## src/design/efsd_pkg.sv

```systemverilog
// Shared types and constants of the earliest-free server dispatch unit.
package efsd_pkg;

    // Field widths
    localparam int TIME_W      = 40;
    localparam int DUR_W       = 16;
    localparam int SRV_W       = 5;
    localparam int CFG_W       = 5;
    localparam int IN_TDATA_W  = 16;
    localparam int IN_TUSER_W  = 1;
    localparam int OUT_TDATA_W = 56;

    // Reset value of the servers-in-use register
    localparam logic [CFG_W-1:0] CFG_RESET = 5'd16;

    // Item kinds carried in tuser
    localparam logic MODE_JOB   = 1'b0;
    localparam logic MODE_CLEAR = 1'b1;

    // Sequencer states, one-hot
    typedef enum logic [6:0] {
        S_IDLE    = 7'b0000001,
        S_SCAN    = 7'b0000010,
        S_LAST    = 7'b0000100,
        S_ADD     = 7'b0001000,
        S_WRITE   = 7'b0010000,
        S_CLEAR   = 7'b0100000,
        S_CLRDONE = 7'b1000000
    } t_state;

endpackage

```

## src/design/earliest_free_server_dispatch_unit.sv

```systemverilog
// Top level of the earliest-free server dispatch unit.
// Keeps one free time per server in a single-port synchronous memory and hands each
// job to the active server that frees earliest (lowest number on ties). A job is
// accepted in the idle state, the memory's one read port streams the free times of
// the N servers in use into the min/second-min tracker, the last word is compared,
// the saturating add is done, and the write-back also loads the result register,
// waiting while that register holds a result not yet taken.
// A clear item sweeps every memory entry, one per cycle.
// After reset the same sweep runs, during which no item is accepted; configuration
// writes are taken at any time. One result is held in an output register, so the next
// item is accepted while a result waits to be taken.
module earliest_free_server_dispatch_unit #(
    parameter int MAX_LANES = 16
) (
    input  logic                               i_clk,
    input  logic                               i_rst_n,
    // Configuration channel: servers_in_use
    input  logic                               i_cfg_valid,
    output logic                               o_cfg_ready,
    input  logic [efsd_pkg::CFG_W-1:0]         i_cfg_data,
    // Input stream
    input  logic                               i_s_tvalid,
    output logic                               o_s_tready,
    input  logic [efsd_pkg::IN_TDATA_W-1:0]    i_s_tdata,  // [15:0] service_time
    input  logic [efsd_pkg::IN_TUSER_W-1:0]    i_s_tuser,  // [0] mode
    // Output stream
    output logic                               o_m_tvalid,
    input  logic                               i_m_tready,
    // [4:0] assigned_server, [44:5] start_time, [49:45] next_server, [55:50] zero
    output logic [efsd_pkg::OUT_TDATA_W-1:0]   o_m_tdata
);

    localparam int IW = (MAX_LANES > 1) ? $clog2(MAX_LANES) : 1;
    localparam logic [IW-1:0] LAST_ADDR = IW'(MAX_LANES - 1);

    efsd_pkg::t_state r_state, n_state;

    logic [efsd_pkg::CFG_W-1:0]  r_servers_in_use;
    logic [IW-1:0]               w_last;

    // Free-time memory
    logic [efsd_pkg::TIME_W-1:0] r_mem [MAX_LANES];
    logic [efsd_pkg::TIME_W-1:0] r_rd_data;
    logic                        w_we;
    logic [IW-1:0]               w_wa;
    logic [efsd_pkg::TIME_W-1:0] w_wd;
    logic                        w_re;

    // Scan control and trackers
    logic [IW-1:0]               r_addr;
    logic                        r_cmp_vld;
    logic [IW-1:0]               r_cmp_idx;
    logic                        r_clr_emit;
    logic [efsd_pkg::DUR_W-1:0]  r_dur;
    logic [efsd_pkg::TIME_W-1:0] r_best;
    logic [IW-1:0]               r_best_idx;
    logic [efsd_pkg::TIME_W-1:0] r_sec;
    logic [IW-1:0]               r_sec_idx;
    logic                        r_sec_vld;
    logic [efsd_pkg::TIME_W-1:0] r_finish;
    logic [efsd_pkg::TIME_W:0]   w_sum;

    // Result register
    logic                        r_out_vld;
    logic [efsd_pkg::SRV_W-1:0]  r_out_asg;
    logic [efsd_pkg::TIME_W-1:0] r_out_start;
    logic [efsd_pkg::SRV_W-1:0]  r_out_next;
    logic                        w_out_free;
    logic                        w_s_acc;
    logic                        w_emit;
    logic [IW-1:0]               w_next_idx;
    logic [IW:0]                 w_asg_num;
    logic [IW:0]                 w_next_num;

    assign o_cfg_ready = 1'b1;
    assign o_s_tready  = (r_state == efsd_pkg::S_IDLE);
    assign w_s_acc     = i_s_tvalid && o_s_tready;
    assign w_out_free  = !r_out_vld || i_m_tready;
    assign o_m_tvalid  = r_out_vld;
    assign o_m_tdata   = {{(efsd_pkg::OUT_TDATA_W - 2 * efsd_pkg::SRV_W - efsd_pkg::TIME_W){1'b0}},
                          r_out_next, r_out_start, r_out_asg};

    // Configuration register
    always_ff @(posedge i_clk) begin
        if (!i_rst_n) begin
            r_servers_in_use <= efsd_pkg::CFG_RESET;
        end else if (i_cfg_valid) begin
            r_servers_in_use <= i_cfg_data;
        end
    end

    // Last active server index, count clamped to 1..MAX_LANES
    always_comb begin
        if (r_servers_in_use == '0) begin
            w_last = '0;
        end else if (32'(r_servers_in_use) >= 32'(MAX_LANES)) begin
            w_last = LAST_ADDR;
        end else begin
            w_last = IW'(r_servers_in_use - 5'd1);
        end
    end

    // Next state
    always_comb begin
        n_state = r_state;
        case (r_state)
            efsd_pkg::S_IDLE: begin
                if (w_s_acc) begin
                    n_state = (i_s_tuser[0] == efsd_pkg::MODE_CLEAR) ? efsd_pkg::S_CLEAR
                                                                     : efsd_pkg::S_SCAN;
                end
            end
            efsd_pkg::S_SCAN: begin
                if (r_addr == w_last) begin
                    n_state = efsd_pkg::S_LAST;
                end
            end
            efsd_pkg::S_LAST:  n_state = efsd_pkg::S_ADD;
            efsd_pkg::S_ADD:   n_state = efsd_pkg::S_WRITE;
            efsd_pkg::S_WRITE: begin
                if (w_out_free) begin
                    n_state = efsd_pkg::S_IDLE;
                end
            end
            efsd_pkg::S_CLEAR: begin
                if (r_addr == LAST_ADDR) begin
                    n_state = r_clr_emit ? efsd_pkg::S_CLRDONE : efsd_pkg::S_IDLE;
                end
            end
            efsd_pkg::S_CLRDONE: begin
                if (w_out_free) begin
                    n_state = efsd_pkg::S_IDLE;
                end
            end
            default: n_state = efsd_pkg::S_IDLE;
        endcase
    end

    // State, address counter and clear flag; reset starts the clearing sweep
    always_ff @(posedge i_clk) begin
        if (!i_rst_n) begin
            r_state    <= efsd_pkg::S_CLEAR;
            r_addr     <= '0;
            r_clr_emit <= 1'b0;
            r_cmp_vld  <= 1'b0;
        end else begin
            r_state   <= n_state;
            r_cmp_vld <= (r_state == efsd_pkg::S_SCAN);
            case (r_state)
                efsd_pkg::S_IDLE: begin
                    r_addr     <= '0;
                    r_clr_emit <= 1'b1;
                end
                efsd_pkg::S_SCAN,
                efsd_pkg::S_CLEAR: begin
                    r_addr <= r_addr + IW'(1);
                end
                default: begin
                    r_addr <= r_addr;
                end
            endcase
        end
    end

    // Job duration capture
    always_ff @(posedge i_clk) begin
        if (w_s_acc) begin
            r_dur <= i_s_tdata;
        end
    end

    // Memory port control
    assign w_re = (r_state == efsd_pkg::S_SCAN);
    assign w_emit = (r_state == efsd_pkg::S_WRITE) && w_out_free;
    always_comb begin
        w_we = 1'b0;
        w_wa = r_addr;
        w_wd = '0;
        if (r_state == efsd_pkg::S_CLEAR) begin
            w_we = 1'b1;
        end else if (w_emit) begin
            w_we = 1'b1;
            w_wa = r_best_idx;
            w_wd = r_finish;
        end
    end

    // Free-time memory, registered read
    always_ff @(posedge i_clk) begin
        if (w_we) begin
            r_mem[w_wa] <= w_wd;
        end
        if (w_re) begin
            r_rd_data <= r_mem[r_addr];
        end
    end

    always_ff @(posedge i_clk) begin
        if (w_re) begin
            r_cmp_idx <= r_addr;
        end
    end

    // Earliest and second-earliest tracker, lowest index wins ties
    always_ff @(posedge i_clk) begin
        if (r_cmp_vld) begin
            if (r_cmp_idx == '0) begin
                r_best     <= r_rd_data;
                r_best_idx <= r_cmp_idx;
                r_sec_vld  <= 1'b0;
            end else if (r_rd_data < r_best) begin
                r_sec      <= r_best;
                r_sec_idx  <= r_best_idx;
                r_sec_vld  <= 1'b1;
                r_best     <= r_rd_data;
                r_best_idx <= r_cmp_idx;
            end else if (!r_sec_vld || (r_rd_data < r_sec)) begin
                r_sec      <= r_rd_data;
                r_sec_idx  <= r_cmp_idx;
                r_sec_vld  <= 1'b1;
            end
        end
    end

    // Saturating finish time
    assign w_sum = {1'b0, r_best} + {{(efsd_pkg::TIME_W + 1 - efsd_pkg::DUR_W){1'b0}}, r_dur};
    always_ff @(posedge i_clk) begin
        if (r_state == efsd_pkg::S_ADD) begin
            r_finish <= w_sum[efsd_pkg::TIME_W] ? {efsd_pkg::TIME_W{1'b1}}
                                                : w_sum[efsd_pkg::TIME_W-1:0];
        end
    end

    // Server for the following job: updated server against the runner-up
    always_comb begin
        if (!r_sec_vld || (r_finish < r_sec)) begin
            w_next_idx = r_best_idx;
        end else if (r_sec < r_finish) begin
            w_next_idx = r_sec_idx;
        end else begin
            w_next_idx = (r_sec_idx < r_best_idx) ? r_sec_idx : r_best_idx;
        end
    end

    assign w_asg_num  = {1'b0, r_best_idx} + (IW + 1)'(1);
    assign w_next_num = {1'b0, w_next_idx} + (IW + 1)'(1);

    // Result register
    always_ff @(posedge i_clk) begin
        if (!i_rst_n) begin
            r_out_vld <= 1'b0;
        end else if (w_emit || ((r_state == efsd_pkg::S_CLRDONE) && w_out_free)) begin
            r_out_vld <= 1'b1;
        end else if (i_m_tready) begin
            r_out_vld <= 1'b0;
        end
    end

    always_ff @(posedge i_clk) begin
        if (w_emit) begin
            r_out_asg   <= efsd_pkg::SRV_W'(w_asg_num);
            r_out_start <= r_best;
            r_out_next  <= efsd_pkg::SRV_W'(w_next_num);
        end else if ((r_state == efsd_pkg::S_CLRDONE) && w_out_free) begin
            r_out_asg   <= '0;
            r_out_start <= '0;
            r_out_next  <= efsd_pkg::SRV_W'(1);
        end
    end

    // Checks
    a_we_state: assert property (@(posedge i_clk) disable iff (!i_rst_n)
        w_we |-> (r_state == efsd_pkg::S_WRITE || r_state == efsd_pkg::S_CLEAR))
        else $error("memory written outside write-back or clear sweep");

    a_cmp_window: assert property (@(posedge i_clk) disable iff (!i_rst_n)
        r_cmp_vld |-> (r_state == efsd_pkg::S_SCAN || r_state == efsd_pkg::S_LAST))
        else $error("read data compared outside the scan");

    a_best_active: assert property (@(posedge i_clk) disable iff (!i_rst_n)
        (r_state == efsd_pkg::S_WRITE) |-> (r_best_idx <= w_last))
        else $error("selected server is not active");

    a_sec_distinct: assert property (@(posedge i_clk) disable iff (!i_rst_n)
        (r_state == efsd_pkg::S_WRITE && r_sec_vld) |-> (r_sec_idx != r_best_idx))
        else $error("runner-up equals selected server");

    a_emit_valid: assert property (@(posedge i_clk) disable iff (!i_rst_n)
        w_emit |=> r_out_vld)
        else $error("write-back did not produce a result");

endmodule

```

## config.mk

```make
export PLATFORM = sky130hd
export DESIGN_NAME = earliest_free_server_dispatch_unit
export DESIGN_NICKNAME = d
export VERILOG_FILES = /design/src/design/efsd_pkg.sv /design/src/design/earliest_free_server_dispatch_unit.sv
export SDC_FILE = /design/constraint.sdc
export NUM_CORES = 1
export LEC_CHECK = 0
export BUFFER_PORTS_ARGS = -buffer_cell sky130_fd_sc_hd__buf_2
export CORE_MARGIN = 5
export CORE_UTILIZATION = 55
export CTS_CLUSTER_DIAMETER = 200
export DETAILED_ROUTE_END_ITERATION = 8
export MAX_ROUTING_LAYER = met4
export PLACE_DENSITY = 0.71
export SYNTH_ARGS = -nofsm -noshare
export SYNTH_HDL_FRONTEND = slang
export SYNTH_SLANG_ARGS = --single-unit
```

## constraint.sdc

```tcl
create_clock -name i_clk -period 8.35 [get_ports i_clk]
set_clock_uncertainty 0.1 [all_clocks]
set_input_delay 2.0875 -clock i_clk [delete_from_list [all_inputs] [get_ports i_clk]]
set_output_delay 2.0875 -clock i_clk [all_outputs]
set_load 0.05 [all_outputs]
```

# Word-level counts from Yosys, hierarchy flattened
# Memories as Yosys holds them, arrays and structs flattened. A register that Yosys moved wholly into a read port is not among the register bits.
# Index checks and enable logic that the tools add are counted.
# totals
word_cells,105
latchBits,0
rom_bits,0
mem_bits_rw,640
register_bits,218
mem_count,1
input_bits,27
# classes
muxes,39
magnitude_cmp,6
eq_ne,13
n_mul,0
n_reduce_logical,23
bitwise_logic,1
div,0
n_shift,0
addsub,5
# memory_table
memory,depth,width,read_ports,rd_clocked_by_memory_dff,write_ports,line,text
r_mem,16,40,1,1,1,earliest_free_server_dispatch_unit.sv:42,logic [efsd_pkg::TIME_W-1:0] r_mem [MAX_LANES];
# ops
cell,count
2-to-1 mux 40 bit,8
< comparator 40 bit,4
2-to-1 mux 4 bit,11
one-hot mux 7 bit (6 select lines),1
adder 40 x 16 -> 41 bit,1
2-to-1 mux 7 bit,5
2-to-1 mux 5 bit,4
"adder 4 x 1 -> 5 bit, second input constant",2
nonzero test 2 bit,5
2-to-1 mux 1 bit,8
one-hot mux 4 bit (2 select lines),1
"equality test 7 x 1 -> 1 bit, second input constant",1
"equality test 7 x 2 -> 1 bit, second input constant",1
"equality test 7 x 3 -> 1 bit, second input constant",1
"equality test 7 x 4 -> 1 bit, second input constant",1
"equality test 7 x 5 -> 1 bit, second input constant",1
"equality test 7 x 6 -> 1 bit, second input constant",1
"equality test 7 bit, second input constant",1
2-to-1 mux 6 bit,1
"inequality test 2 x 1 -> 1 bit, second input constant",3
"greater-or-equal comparator 5 bit, second input constant",1
logical NOT 5 bit,1
"adder 4 x 1 -> 4 bit, second input constant",1
equality test 4 bit,1
14 further kinds,22

# Depth between registers and ports, before layout
# Gate-level depths: netlist of the first run.
# depth
ltp_word,7
ltp_mapped,13

# Least setup slack after synthesis of the first run
# No wires, ideal clock.
# synth_path
path_type,input-to-reg
start,in i_m_tready
end,reg r_out_asg[0] (netlist bit) (enable)
n_path_buf,0
stages,2
arrival_time_ps,6937
t_required_ps,7668
path_slack_ps,731
path_cell_list,nor2b_1 nor4_1
# synth_between
elab_chain_cells,3
word_cells_on_any_way,4
# synth_lines
item,line,text
from (decl),earliest_free_server_dispatch_unit.sv:28,"input logic i_m_tready,"
logical OR 1 bit (*),earliest_free_server_dispatch_unit.sv:78,assign w_out_free = !r_out_vld || i_m_tready;
logical AND 1 bit (on tied branches),"earliest_free_server_dispatch_unit.sv:174, earliest_free_server_dispatch_unit.sv:264",
nonzero test 2 bit (no line) (*),n/a,
to (signal assigned),earliest_free_server_dispatch_unit.sv:261,r_out_asg <= efsd_pkg::SRV_W'(w_asg_num);
to (decl),earliest_free_server_dispatch_unit.sv:65,logic [efsd_pkg::SRV_W-1:0] r_out_asg;
# Every way passes the cells marked *; elsewhere a longest branch is shown, timed or not.
# A chain may end at the register's enable or synchronous reset.

# Worst setup path in the final report of the first run
# layout_path
start,"reg r_rd_data[15] (netlist bit), read port of r_mem"
end,reg r_best[32] (netlist bit) (enable)
# layout_between
elab_chain_cells,3
# layout_lines
item,line,text
from (decl),earliest_free_server_dispatch_unit.sv:43,logic [efsd_pkg::TIME_W-1:0] r_rd_data;
< comparator 40 bit,earliest_free_server_dispatch_unit.sv:211,end else if (r_rd_data < r_best) begin
nonzero test 2 bit (no line),n/a,
AND reduction 2 bit (no line),n/a,
to (signal assigned),earliest_free_server_dispatch_unit.sv:208,r_best <= r_rd_data;
to (signal assigned),earliest_free_server_dispatch_unit.sv:215,r_best <= r_rd_data;
to (decl),earliest_free_server_dispatch_unit.sv:55,logic [efsd_pkg::TIME_W-1:0] r_best;
# No other way between the ends.

==> flow_summary.toml, run 1 <==
[pwr]
share_of_power_burned_in_registers_pct = 50.6
switching_share_pct = 24.0
vdd_ir_drop_max_uv = 159
comb_power_share_pct = 12.2
switchingPower_uw = 2520
cell_internal_pwr_uw = 7980
clkPwrFrac_pct = 37.2
powerDensity_nw_per_um2 = 248
leakage_uw = 0.0136

[worst_setup_path]
reg2reg_from = "r_rd_data[15]$_DFFE_PP_"
critPathSlowestCell = "sky130_fd_sc_hd__a2111oi_0"
arrival_ns = 5.26
timing.critical_path.to_type = "flop"
critical_path.max_fanout = 25
cp.required_ns = 8.54
cp_common_cell = "sky130_fd_sc_hd__buf_4"
regToRegSetupSlack_ns = 3.28
startpoint_to_endpoint_class_of_the_critical_path = "flop to flop"
r2r_end = "r_best[32]$_DFFE_PP_"
cp_slowest_stage_delay_ns = 0.71
worst_r2r_path_depth = 9
path_cells = "ha_1 -> a2111oi_0 -> a21oi_1 -> or3_1 -> a31oi_1 -> o21ai_4 -> buf_4 -> a21oi_4 -> buf_4"
worstSetupStartpointType = "flop"

[synthesis]
synth_edf_count = 879
yosysWarnings = 0
netlist_instances = 2100
synth_seq_cells = 898
synth.distinct_cells = 72
synth_seq_area_share_pct = 70.7
synth_ff_type = "sky130_fd_sc_hd__edfxtp_1"
synth.cell_area_um2 = 37900
synthesized_area_divided_by_synthesized_cell_count_um2 = 18.0
async_reset_ff_share_pct = 0

[flow_run]
drv_cap = 0

[worst_hold_path]
whs_endpoint = "r_best_idx[3]$_DFFE_PP_"
worstHoldPathType = "flop to flop"
hold_path.startpoint = "r_cmp_idx[3]$_DFFE_PP_"
worst_hold_stages = 0

[cts]
ctsHtreeMaxLevel = 3
cts_sinks = 898
insertion_delay_ns = 0.66
cts_max_path_buffers = 3
postCtsSetupBuffers = 0
ctsRootBufferMaster = "sky130_fd_sc_hd__clkbuf_16"
numCtsBuffers = 91
cts_repair_resize_count = 0
post_cts_clock_slew_at_the_launch_and_capture_registers_of_the_worst_setup_and_hold_paths_ns = 0.06
cts_tree = "yes"
postCtsHoldBufs = 0

[detailed_routing]
post-route-drc-count = 0
routed_wl_um = 86400
drt_iter0_markers = 2292
number_of_vias_after_detailed_routing = 19900
drt-wirelength-per-cell_um = 27.1
drtPass1Iterations = 5
vias_per_cell = 6.23
antenna_left = 0

[timing]
final_hold_viol_count = 0
final.setup.tns_ns = 0
max_freq_mhz = 197
final-max-slew-violation-count = 0
worst_slack_ns = 3.28
fin_crit_sh_pct = 60.7
final-setup-viol-count = 0
worst_pin_slew_ns = 1.40
min_period_ns = 5.07
maxSlewHeadroom_pct = 6.29
rsz0062_at_grt = "false"

[global_route]
globalRouteTotalUtil_pct = 24.3
grt_pass1_wl_um = 131000
grt_start_max_net_pins = 124
first_global_vias = 20400
antenna_found_initial = 2
grt_remaining_overflow = 0

[cells_and_area]
final-seq-area_um2 = 26800
multi_input_comb_area_um2 = 10400
areaGrowthSynthToFinish_pct = 11.9
layout.core_utilization_pct = 61.9
layout-drive-gt1-share_pct = 21.6
design.final.nets = 2401
leading_cell_types_in_the_layout_fill_and_taps_excluded = "sky130_fd_sc_hd__edfxtp_1, sky130_fd_sc_hd__mux4_2, sky130_fd_sc_hd__ha_1"
finalInstanceArea_um2 = 42400
n_fill_cell = 4744
most_common_cell_after_layout_fill_and_taps_aside = "sky130_fd_sc_hd__edfxtp_1"

[die]
count_of_standard_cell_rows = 96
dieArea_um2 = 74200
start_util_pct = 55.3
core_area_um2 = 68500
ios = 86
fp.dieH_um = 272
die_span_x_um = 272

[placement]
place.detailed.hpwl_um = 55000
postPlaceCellArea_um2 = 39500
pre_cts_ws_ns = 2.75
gp_congestion = 0.929
port-buffer-count = 78

[run_status]
outcome = "completed"
registers in the layout, summed over array words and instances, names as in the netlist:
name and count:
r_cmp_idx 4, o_m_tvalid 1, r_state 7, r_sec_vld 1, r_addr 4, r_sec_idx 4
r_servers_in_use 5, r_dur 16, r_finish 40, r_out_next 5, r_rd_data 40, r_best 40
r_out_start 40, r_cmp_vld 1, r_sec 40, r_mem 640, r_best_idx 4, r_clr_emit 1
r_out_asg 5
synth_stat cells, types with 4 or more instances:
library cell                count  area share [%]
sky130_fd_sc_hd__edfxtp_1     879              70
sky130_fd_sc_hd__mux4_2       200              12
sky130_fd_sc_hd__ha_1         142             4.7
sky130_fd_sc_hd__inv_1        133             1.3
sky130_fd_sc_hd__nor2_1       125             1.2
sky130_fd_sc_hd__nand2_1       75            0.74
sky130_fd_sc_hd__a21oi_1       59            0.78
sky130_fd_sc_hd__clkbuf_1      52            0.52
sky130_fd_sc_hd__o21ai_0       29            0.38
sky130_fd_sc_hd__mux2_1        27            0.80
sky130_fd_sc_hd__xnor2_1       27            0.62
sky130_fd_sc_hd__nand3_1       26            0.34
sky130_fd_sc_hd__nand4_1       26            0.43
sky130_fd_sc_hd__a21o_1        25            0.50
sky130_fd_sc_hd__nor2b_1       21            0.35
sky130_fd_sc_hd__dfxtp_1       19             1.0
sky130_fd_sc_hd__nor3_1        19            0.25
sky130_fd_sc_hd__mux2_2        18            0.54
sky130_fd_sc_hd__a31oi_1       17            0.28
sky130_fd_sc_hd__buf_1         15            0.15
sky130_fd_sc_hd__and3_1        14            0.23
sky130_fd_sc_hd__nand2b_1      12            0.20
sky130_fd_sc_hd__a211oi_1      10            0.20
sky130_fd_sc_hd__a2111oi_0      9            0.21
sky130_fd_sc_hd__mux2i_1        8            0.21
sky130_fd_sc_hd__o21a_1         8            0.16
sky130_fd_sc_hd__buf_4          7            0.14
sky130_fd_sc_hd__nor4_1         7            0.12
sky130_fd_sc_hd__and2_1         6           0.099
sky130_fd_sc_hd__nor3b_1        6            0.12
sky130_fd_sc_hd__o21ai_1        6           0.079
sky130_fd_sc_hd__xor2_1         6            0.14
sky130_fd_sc_hd__buf_2          5           0.066
sky130_fd_sc_hd__o211ai_1       4           0.079
sky130_fd_sc_hd__o31ai_1        4           0.079
per-stage QoR:
| step | hold WS (ns) | cells | total power (uW) |
|---|---|---|---|
| after global placement | 0.360 | 3018 | 6680 |
| after global routing | 0.391 | 3186 | 10900 |
| final | 0.371 | 3187 | 10500 |
| after floorplan | 0.332 | 2105 | 6240 |
| after detailed placement | 0.367 | 3018 | 6710 |
| after CTS | 0.374 | 3184 | 10600 |
cell type report:
type	count	share of cell area, %
Multi-Input combinational cell	992	24.6
Tap cell	882	2.60
Antenna cell	1	0.00591
Inverter	136	1.20
Timing Repair Buffer	112	1.60
Clock buffer	116	5.68
Sequential cell	898	63.2
Clock inverter	50	1.04
worst max-delay path, delay by kind of cell (launching register included):
family,cells,cell delay [ns]
flip-flops,1,0.47
buffers and inverters,2,0.90
AO/OA/AOI/OAI,5,2.44
adder cells (fa/ha/maj),1,0.37
AND/OR/NAND/NOR,1,0.38
worst max path at each step:
stage / start / endpoint / cells after the start
6_report: r_rd_data[15]$_DFFE_PP_ / r_best[32]$_DFFE_PP_ / 9
5_1_grt: r_rd_data[15]$_DFFE_PP_ / r_best[30]$_DFFE_PP_ / 9
4_1_cts: r_rd_data[15]$_DFFE_PP_ / r_best[30]$_DFFE_PP_ / 9
3_5_place_dp: i_m_tready / r_mem[9][9]$_DFFE_PP_ / 9
3_3_place_gp: i_m_tready / r_mem[9][6]$_DFFE_PP_ / 9
2_1_floorplan: i_m_tready / r_out_asg[0]$_SDFFCE_PN0P_ / 2
logic make-up (layout without fill, tap and decap cells):
family | Yosys count | in the layout | synth area share (%)
and+or+nand+nor | 354 | 354 | 4.51
muxes | 253 | 253 | 13.4
xor gates and xnor gates | 33 | 33 | 0.764
other | 2 | 8 | 0.0198
buffers and inverters | 215 | 414 | 2.22
AOI/OAI and AO/OA | 202 | 202 | 3.55
DFF | 898 | 898 | 70.7
adders and majority gates | 143 | 143 | 4.75
per-layer routing:
layer / GRT usage [%] / part of all wire, % / vias up
met2: 37.3 / 47 / 874
met3: 3.29 / 8.1 / 145
met4: 6.24 / 2.3 / 0
met1: 35.3 / 42 / 10200
met5: - / 0 / -
li1: - / - / 8614
power by group through the flow:
stage / clock network, uW / registers [uW] / logic (uW)
after floorplan: 0 / 5320 / 920
after global placement: 0 / 5390 / 1290
after detailed placement: 0 / 5410 / 1300
after CTS: 3960 / 5320 / 1300
after global routing: 4180 / 5330 / 1360
final: 3910 / 5310 / 1290
Note: power is estimated with default switching activity, not from simulation.
==> run 2, diff against run 1 <==
- PLACE_DENSITY: 0.71 -> 0.74
- clock period: 8.35 -> 4.5 ns (I/O delays scaled with it)
==> run 2 against run 1 <==
Net effect: clock power is 85% higher; sequential cell count stayed put; fmax is 32% higher; cell count is 0.44% higher; register-to-register slack worse by 2.6 ns.
==> flow_summary.toml, run 2 (synthesis results as in run 1) <==
[run_status]
outcome = "completed"

[cts]
postCtsSetupBuffers = 0
postCtsHoldBufs = 0
numCtsBuffers = 86
post_cts_clock_slew_at_the_launch_and_capture_registers_of_the_worst_setup_and_hold_paths_ns = 0.06
insertion_delay_ns = 0.64
cts_sinks = 898
cts_repair_resize_count = 0
ctsHtreeMaxLevel = 3
ctsRootBufferMaster = "sky130_fd_sc_hd__clkbuf_16"
cts_tree = "yes"
cts_max_path_buffers = 3

[global_route]
grt_pass1_wl_um = 132000
antenna_found_initial = 0
grt_remaining_overflow = 0
grt_start_max_net_pins = 107
first_global_vias = 20500
globalRouteTotalUtil_pct = 24.6

[die]
dieArea_um2 = 74200
die_span_x_um = 272
count_of_standard_cell_rows = 96
ios = 86
fp.dieH_um = 272
core_area_um2 = 68500
start_util_pct = 55.3

[pwr]
share_of_power_burned_in_registers_pct = 50.0
powerDensity_nw_per_um2 = 458
leakage_uw = 0.0137
vdd_ir_drop_max_uv = 314
comb_power_share_pct = 12.8
cell_internal_pwr_uw = 14900
switching_share_pct = 23.6
post-layout-total-power_uw = 19500
clkPwrFrac_pct = 37.2
switchingPower_uw = 4610

[worst_setup_path]
path_cells = "ha_1 -> a2111oi_0 -> a21oi_1 -> or3_1 -> a31oi_1 -> o21ai_4 -> a21oi_4 -> buf_4"
regToRegSetupSlack_ns = 0.65
r2r_end = "r_best[5]$_DFFE_PP_"
worst_setup_path_endpoint = "r_best[5]$_DFFE_PP_"
cp_slowest_stage_delay_ns = 0.83
critical_path.max_fanout = 28
reg2reg_from = "r_rd_data[15]$_DFFE_PP_"
critPathSlowestCell = "sky130_fd_sc_hd__a2111oi_0"
cp.required_ns = 4.68
worst_r2r_path_depth = 8
crit_path_launch = "r_rd_data[15]$_DFFE_PP_"
startpoint_to_endpoint_class_of_the_critical_path = "flop to flop"
worstSetupStartpointType = "flop"
arrival_ns = 4.03
timing.critical_path.to_type = "flop"

[detailed_routing]
antenna_left = 0
number_of_vias_after_detailed_routing = 20000
drt-wirelength-per-cell_um = 27.4
drtPass1Iterations = 5
post-route-drc-count = 0
drt_iter0_markers = 2034
routed_wl_um = 87800
vias_per_cell = 6.25

[cells_and_area]
max_flop_register = "r_mem"
n_fill_cell = 4687
multi_input_comb_area_um2 = 10500
layout.cells.non_filler = 3201
diodes = 0
final-seq-area_um2 = 26800
layout-drive-gt1-share_pct = 22.5
most_common_cell_after_layout_fill_and_taps_aside = "sky130_fd_sc_hd__edfxtp_1"
areaGrowthSynthToFinish_pct = 12.7
leading_cell_types_in_the_layout_fill_and_taps_excluded = "sky130_fd_sc_hd__edfxtp_1, sky130_fd_sc_hd__mux4_2, sky130_fd_sc_hd__ha_1"
largest_register_ffs = 640
design.final.nets = 2419

[worst_hold_path]
worstHoldPathType = "flop to flop"

[timing]
final-max-slew-violation-count = 0
maxSlewHeadroom_pct = 13.1
final-setup-viol-count = 0
max_freq_mhz = 260
hold_ws_ns = 0.384
rsz0062_at_grt = "false"
worst_pin_slew_ns = 1.30
fin_crit_sh_pct = 85.6
min_period_ns = 3.85
final_hold_viol_count = 0

[placement]
place.detailed.hpwl_um = 53700
port-buffer-count = 78
gp_congestion = 0.902
place.detailed.instances = 3043

[flow_run]
drv_cap = 0
run 2: cell types whose count changed in the layout (fill, tap and decap cells not counted), moves of 2 or more:
cell / previous run / this run
sky130_fd_sc_hd__buf_12: 2 / 11
sky130_fd_sc_hd__buf_4: 30 / 46
sky130_fd_sc_hd__buf_6: 2 / 0
sky130_fd_sc_hd__bufinv_16: 5 / 11
sky130_fd_sc_hd__clkbuf_1: 22 / 12
sky130_fd_sc_hd__clkbuf_16: 92 / 86
sky130_fd_sc_hd__clkinv_1: 20 / 22
sky130_fd_sc_hd__clkinv_2: 15 / 13
sky130_fd_sc_hd__clkinv_8: 1 / 3
sky130_fd_sc_hd__clkinvlp_4: 1 / 5
sky130_fd_sc_hd__inv_16: 4 / 1
run 2: critical path, delay by kind of cell (launching register included):
kind,cells,cell delay (ns)
AND/OR/NAND/NOR,1,0.38
buffers and inverters,1,0.42
AO/OA/AOI/OAI,5,1.72
adder cells (fa/ha/maj),1,0.38
flip-flops,1,0.47
run 2: metrics by stage:
stage | setup slack [ns] | setup TNS (ns) | instance area, um2 | util, %
detailed placement | 0.424 | 0 | 39800 | 58.2
floorplan | -0.456 | -40.09 | 37900 | -
finish | 0.648 | 0 | 42700 | 62.3
global placement | 0.439 | 0 | 39800 | 58.2
global route | 0.556 | 0 | 42700 | 62.3
CTS | 0.606 | 0 | 42700 | 62.3
run 2: power groups by stage:
| stage | Combinational (uW) | Sequential (uW) | Clock [uW] |
|---|---|---|---|
| detailed placement | 2510 | 9940 | 0 |
| CTS | 2530 | 9780 | 7370 |
| global placement | 2490 | 9910 | 0 |
| global route | 2630 | 9800 | 7750 |
| floorplan | 1720 | 9860 | 0 |
| finish | 2500 | 9770 | 7250 |
run 2: routing by layer:
layer / share of wire (%) / track usage (%) / up-vias
li1: - / - / 8640
met1: 41 / 34.5 / 10400
met2: 49 / 39.1 / 844
met3: 7.1 / 3.07 / 127
met4: 2.5 / 6.68 / 0
met5: 0 / - / -
run 2: cell type report:
cell class                 instances  area share, %
inverter                         136           1.20
sequential                       898           62.8
timing repair buffer             135           2.24
multi-input combinational        992           24.5
clock buffer                      98           5.15
clock inverter                    60           1.48
tap                              882           2.59
run 2: how the worst min path moves through the flow:
stage	from	end	slack, ns	cells after the start
after global routing	r_cmp_idx[2]$_DFFE_PP_	r_best_idx[2]$_DFFE_PP_	0.40	0
after floorplan	r_addr[1]$_SDFFE_PN0P_	r_cmp_idx[1]$_DFFE_PP_	0.33	0
after global placement	r_cmp_idx[0]$_DFFE_PP_	r_best_idx[0]$_DFFE_PP_	0.36	0
final	r_cmp_idx[2]$_DFFE_PP_	r_best_idx[2]$_DFFE_PP_	0.38	0
after CTS	r_cmp_idx[3]$_DFFE_PP_	r_best_idx[3]$_DFFE_PP_	0.38	0
after detailed placement	r_cmp_idx[3]$_DFFE_PP_	r_best_idx[3]$_DFFE_PP_	0.36	0
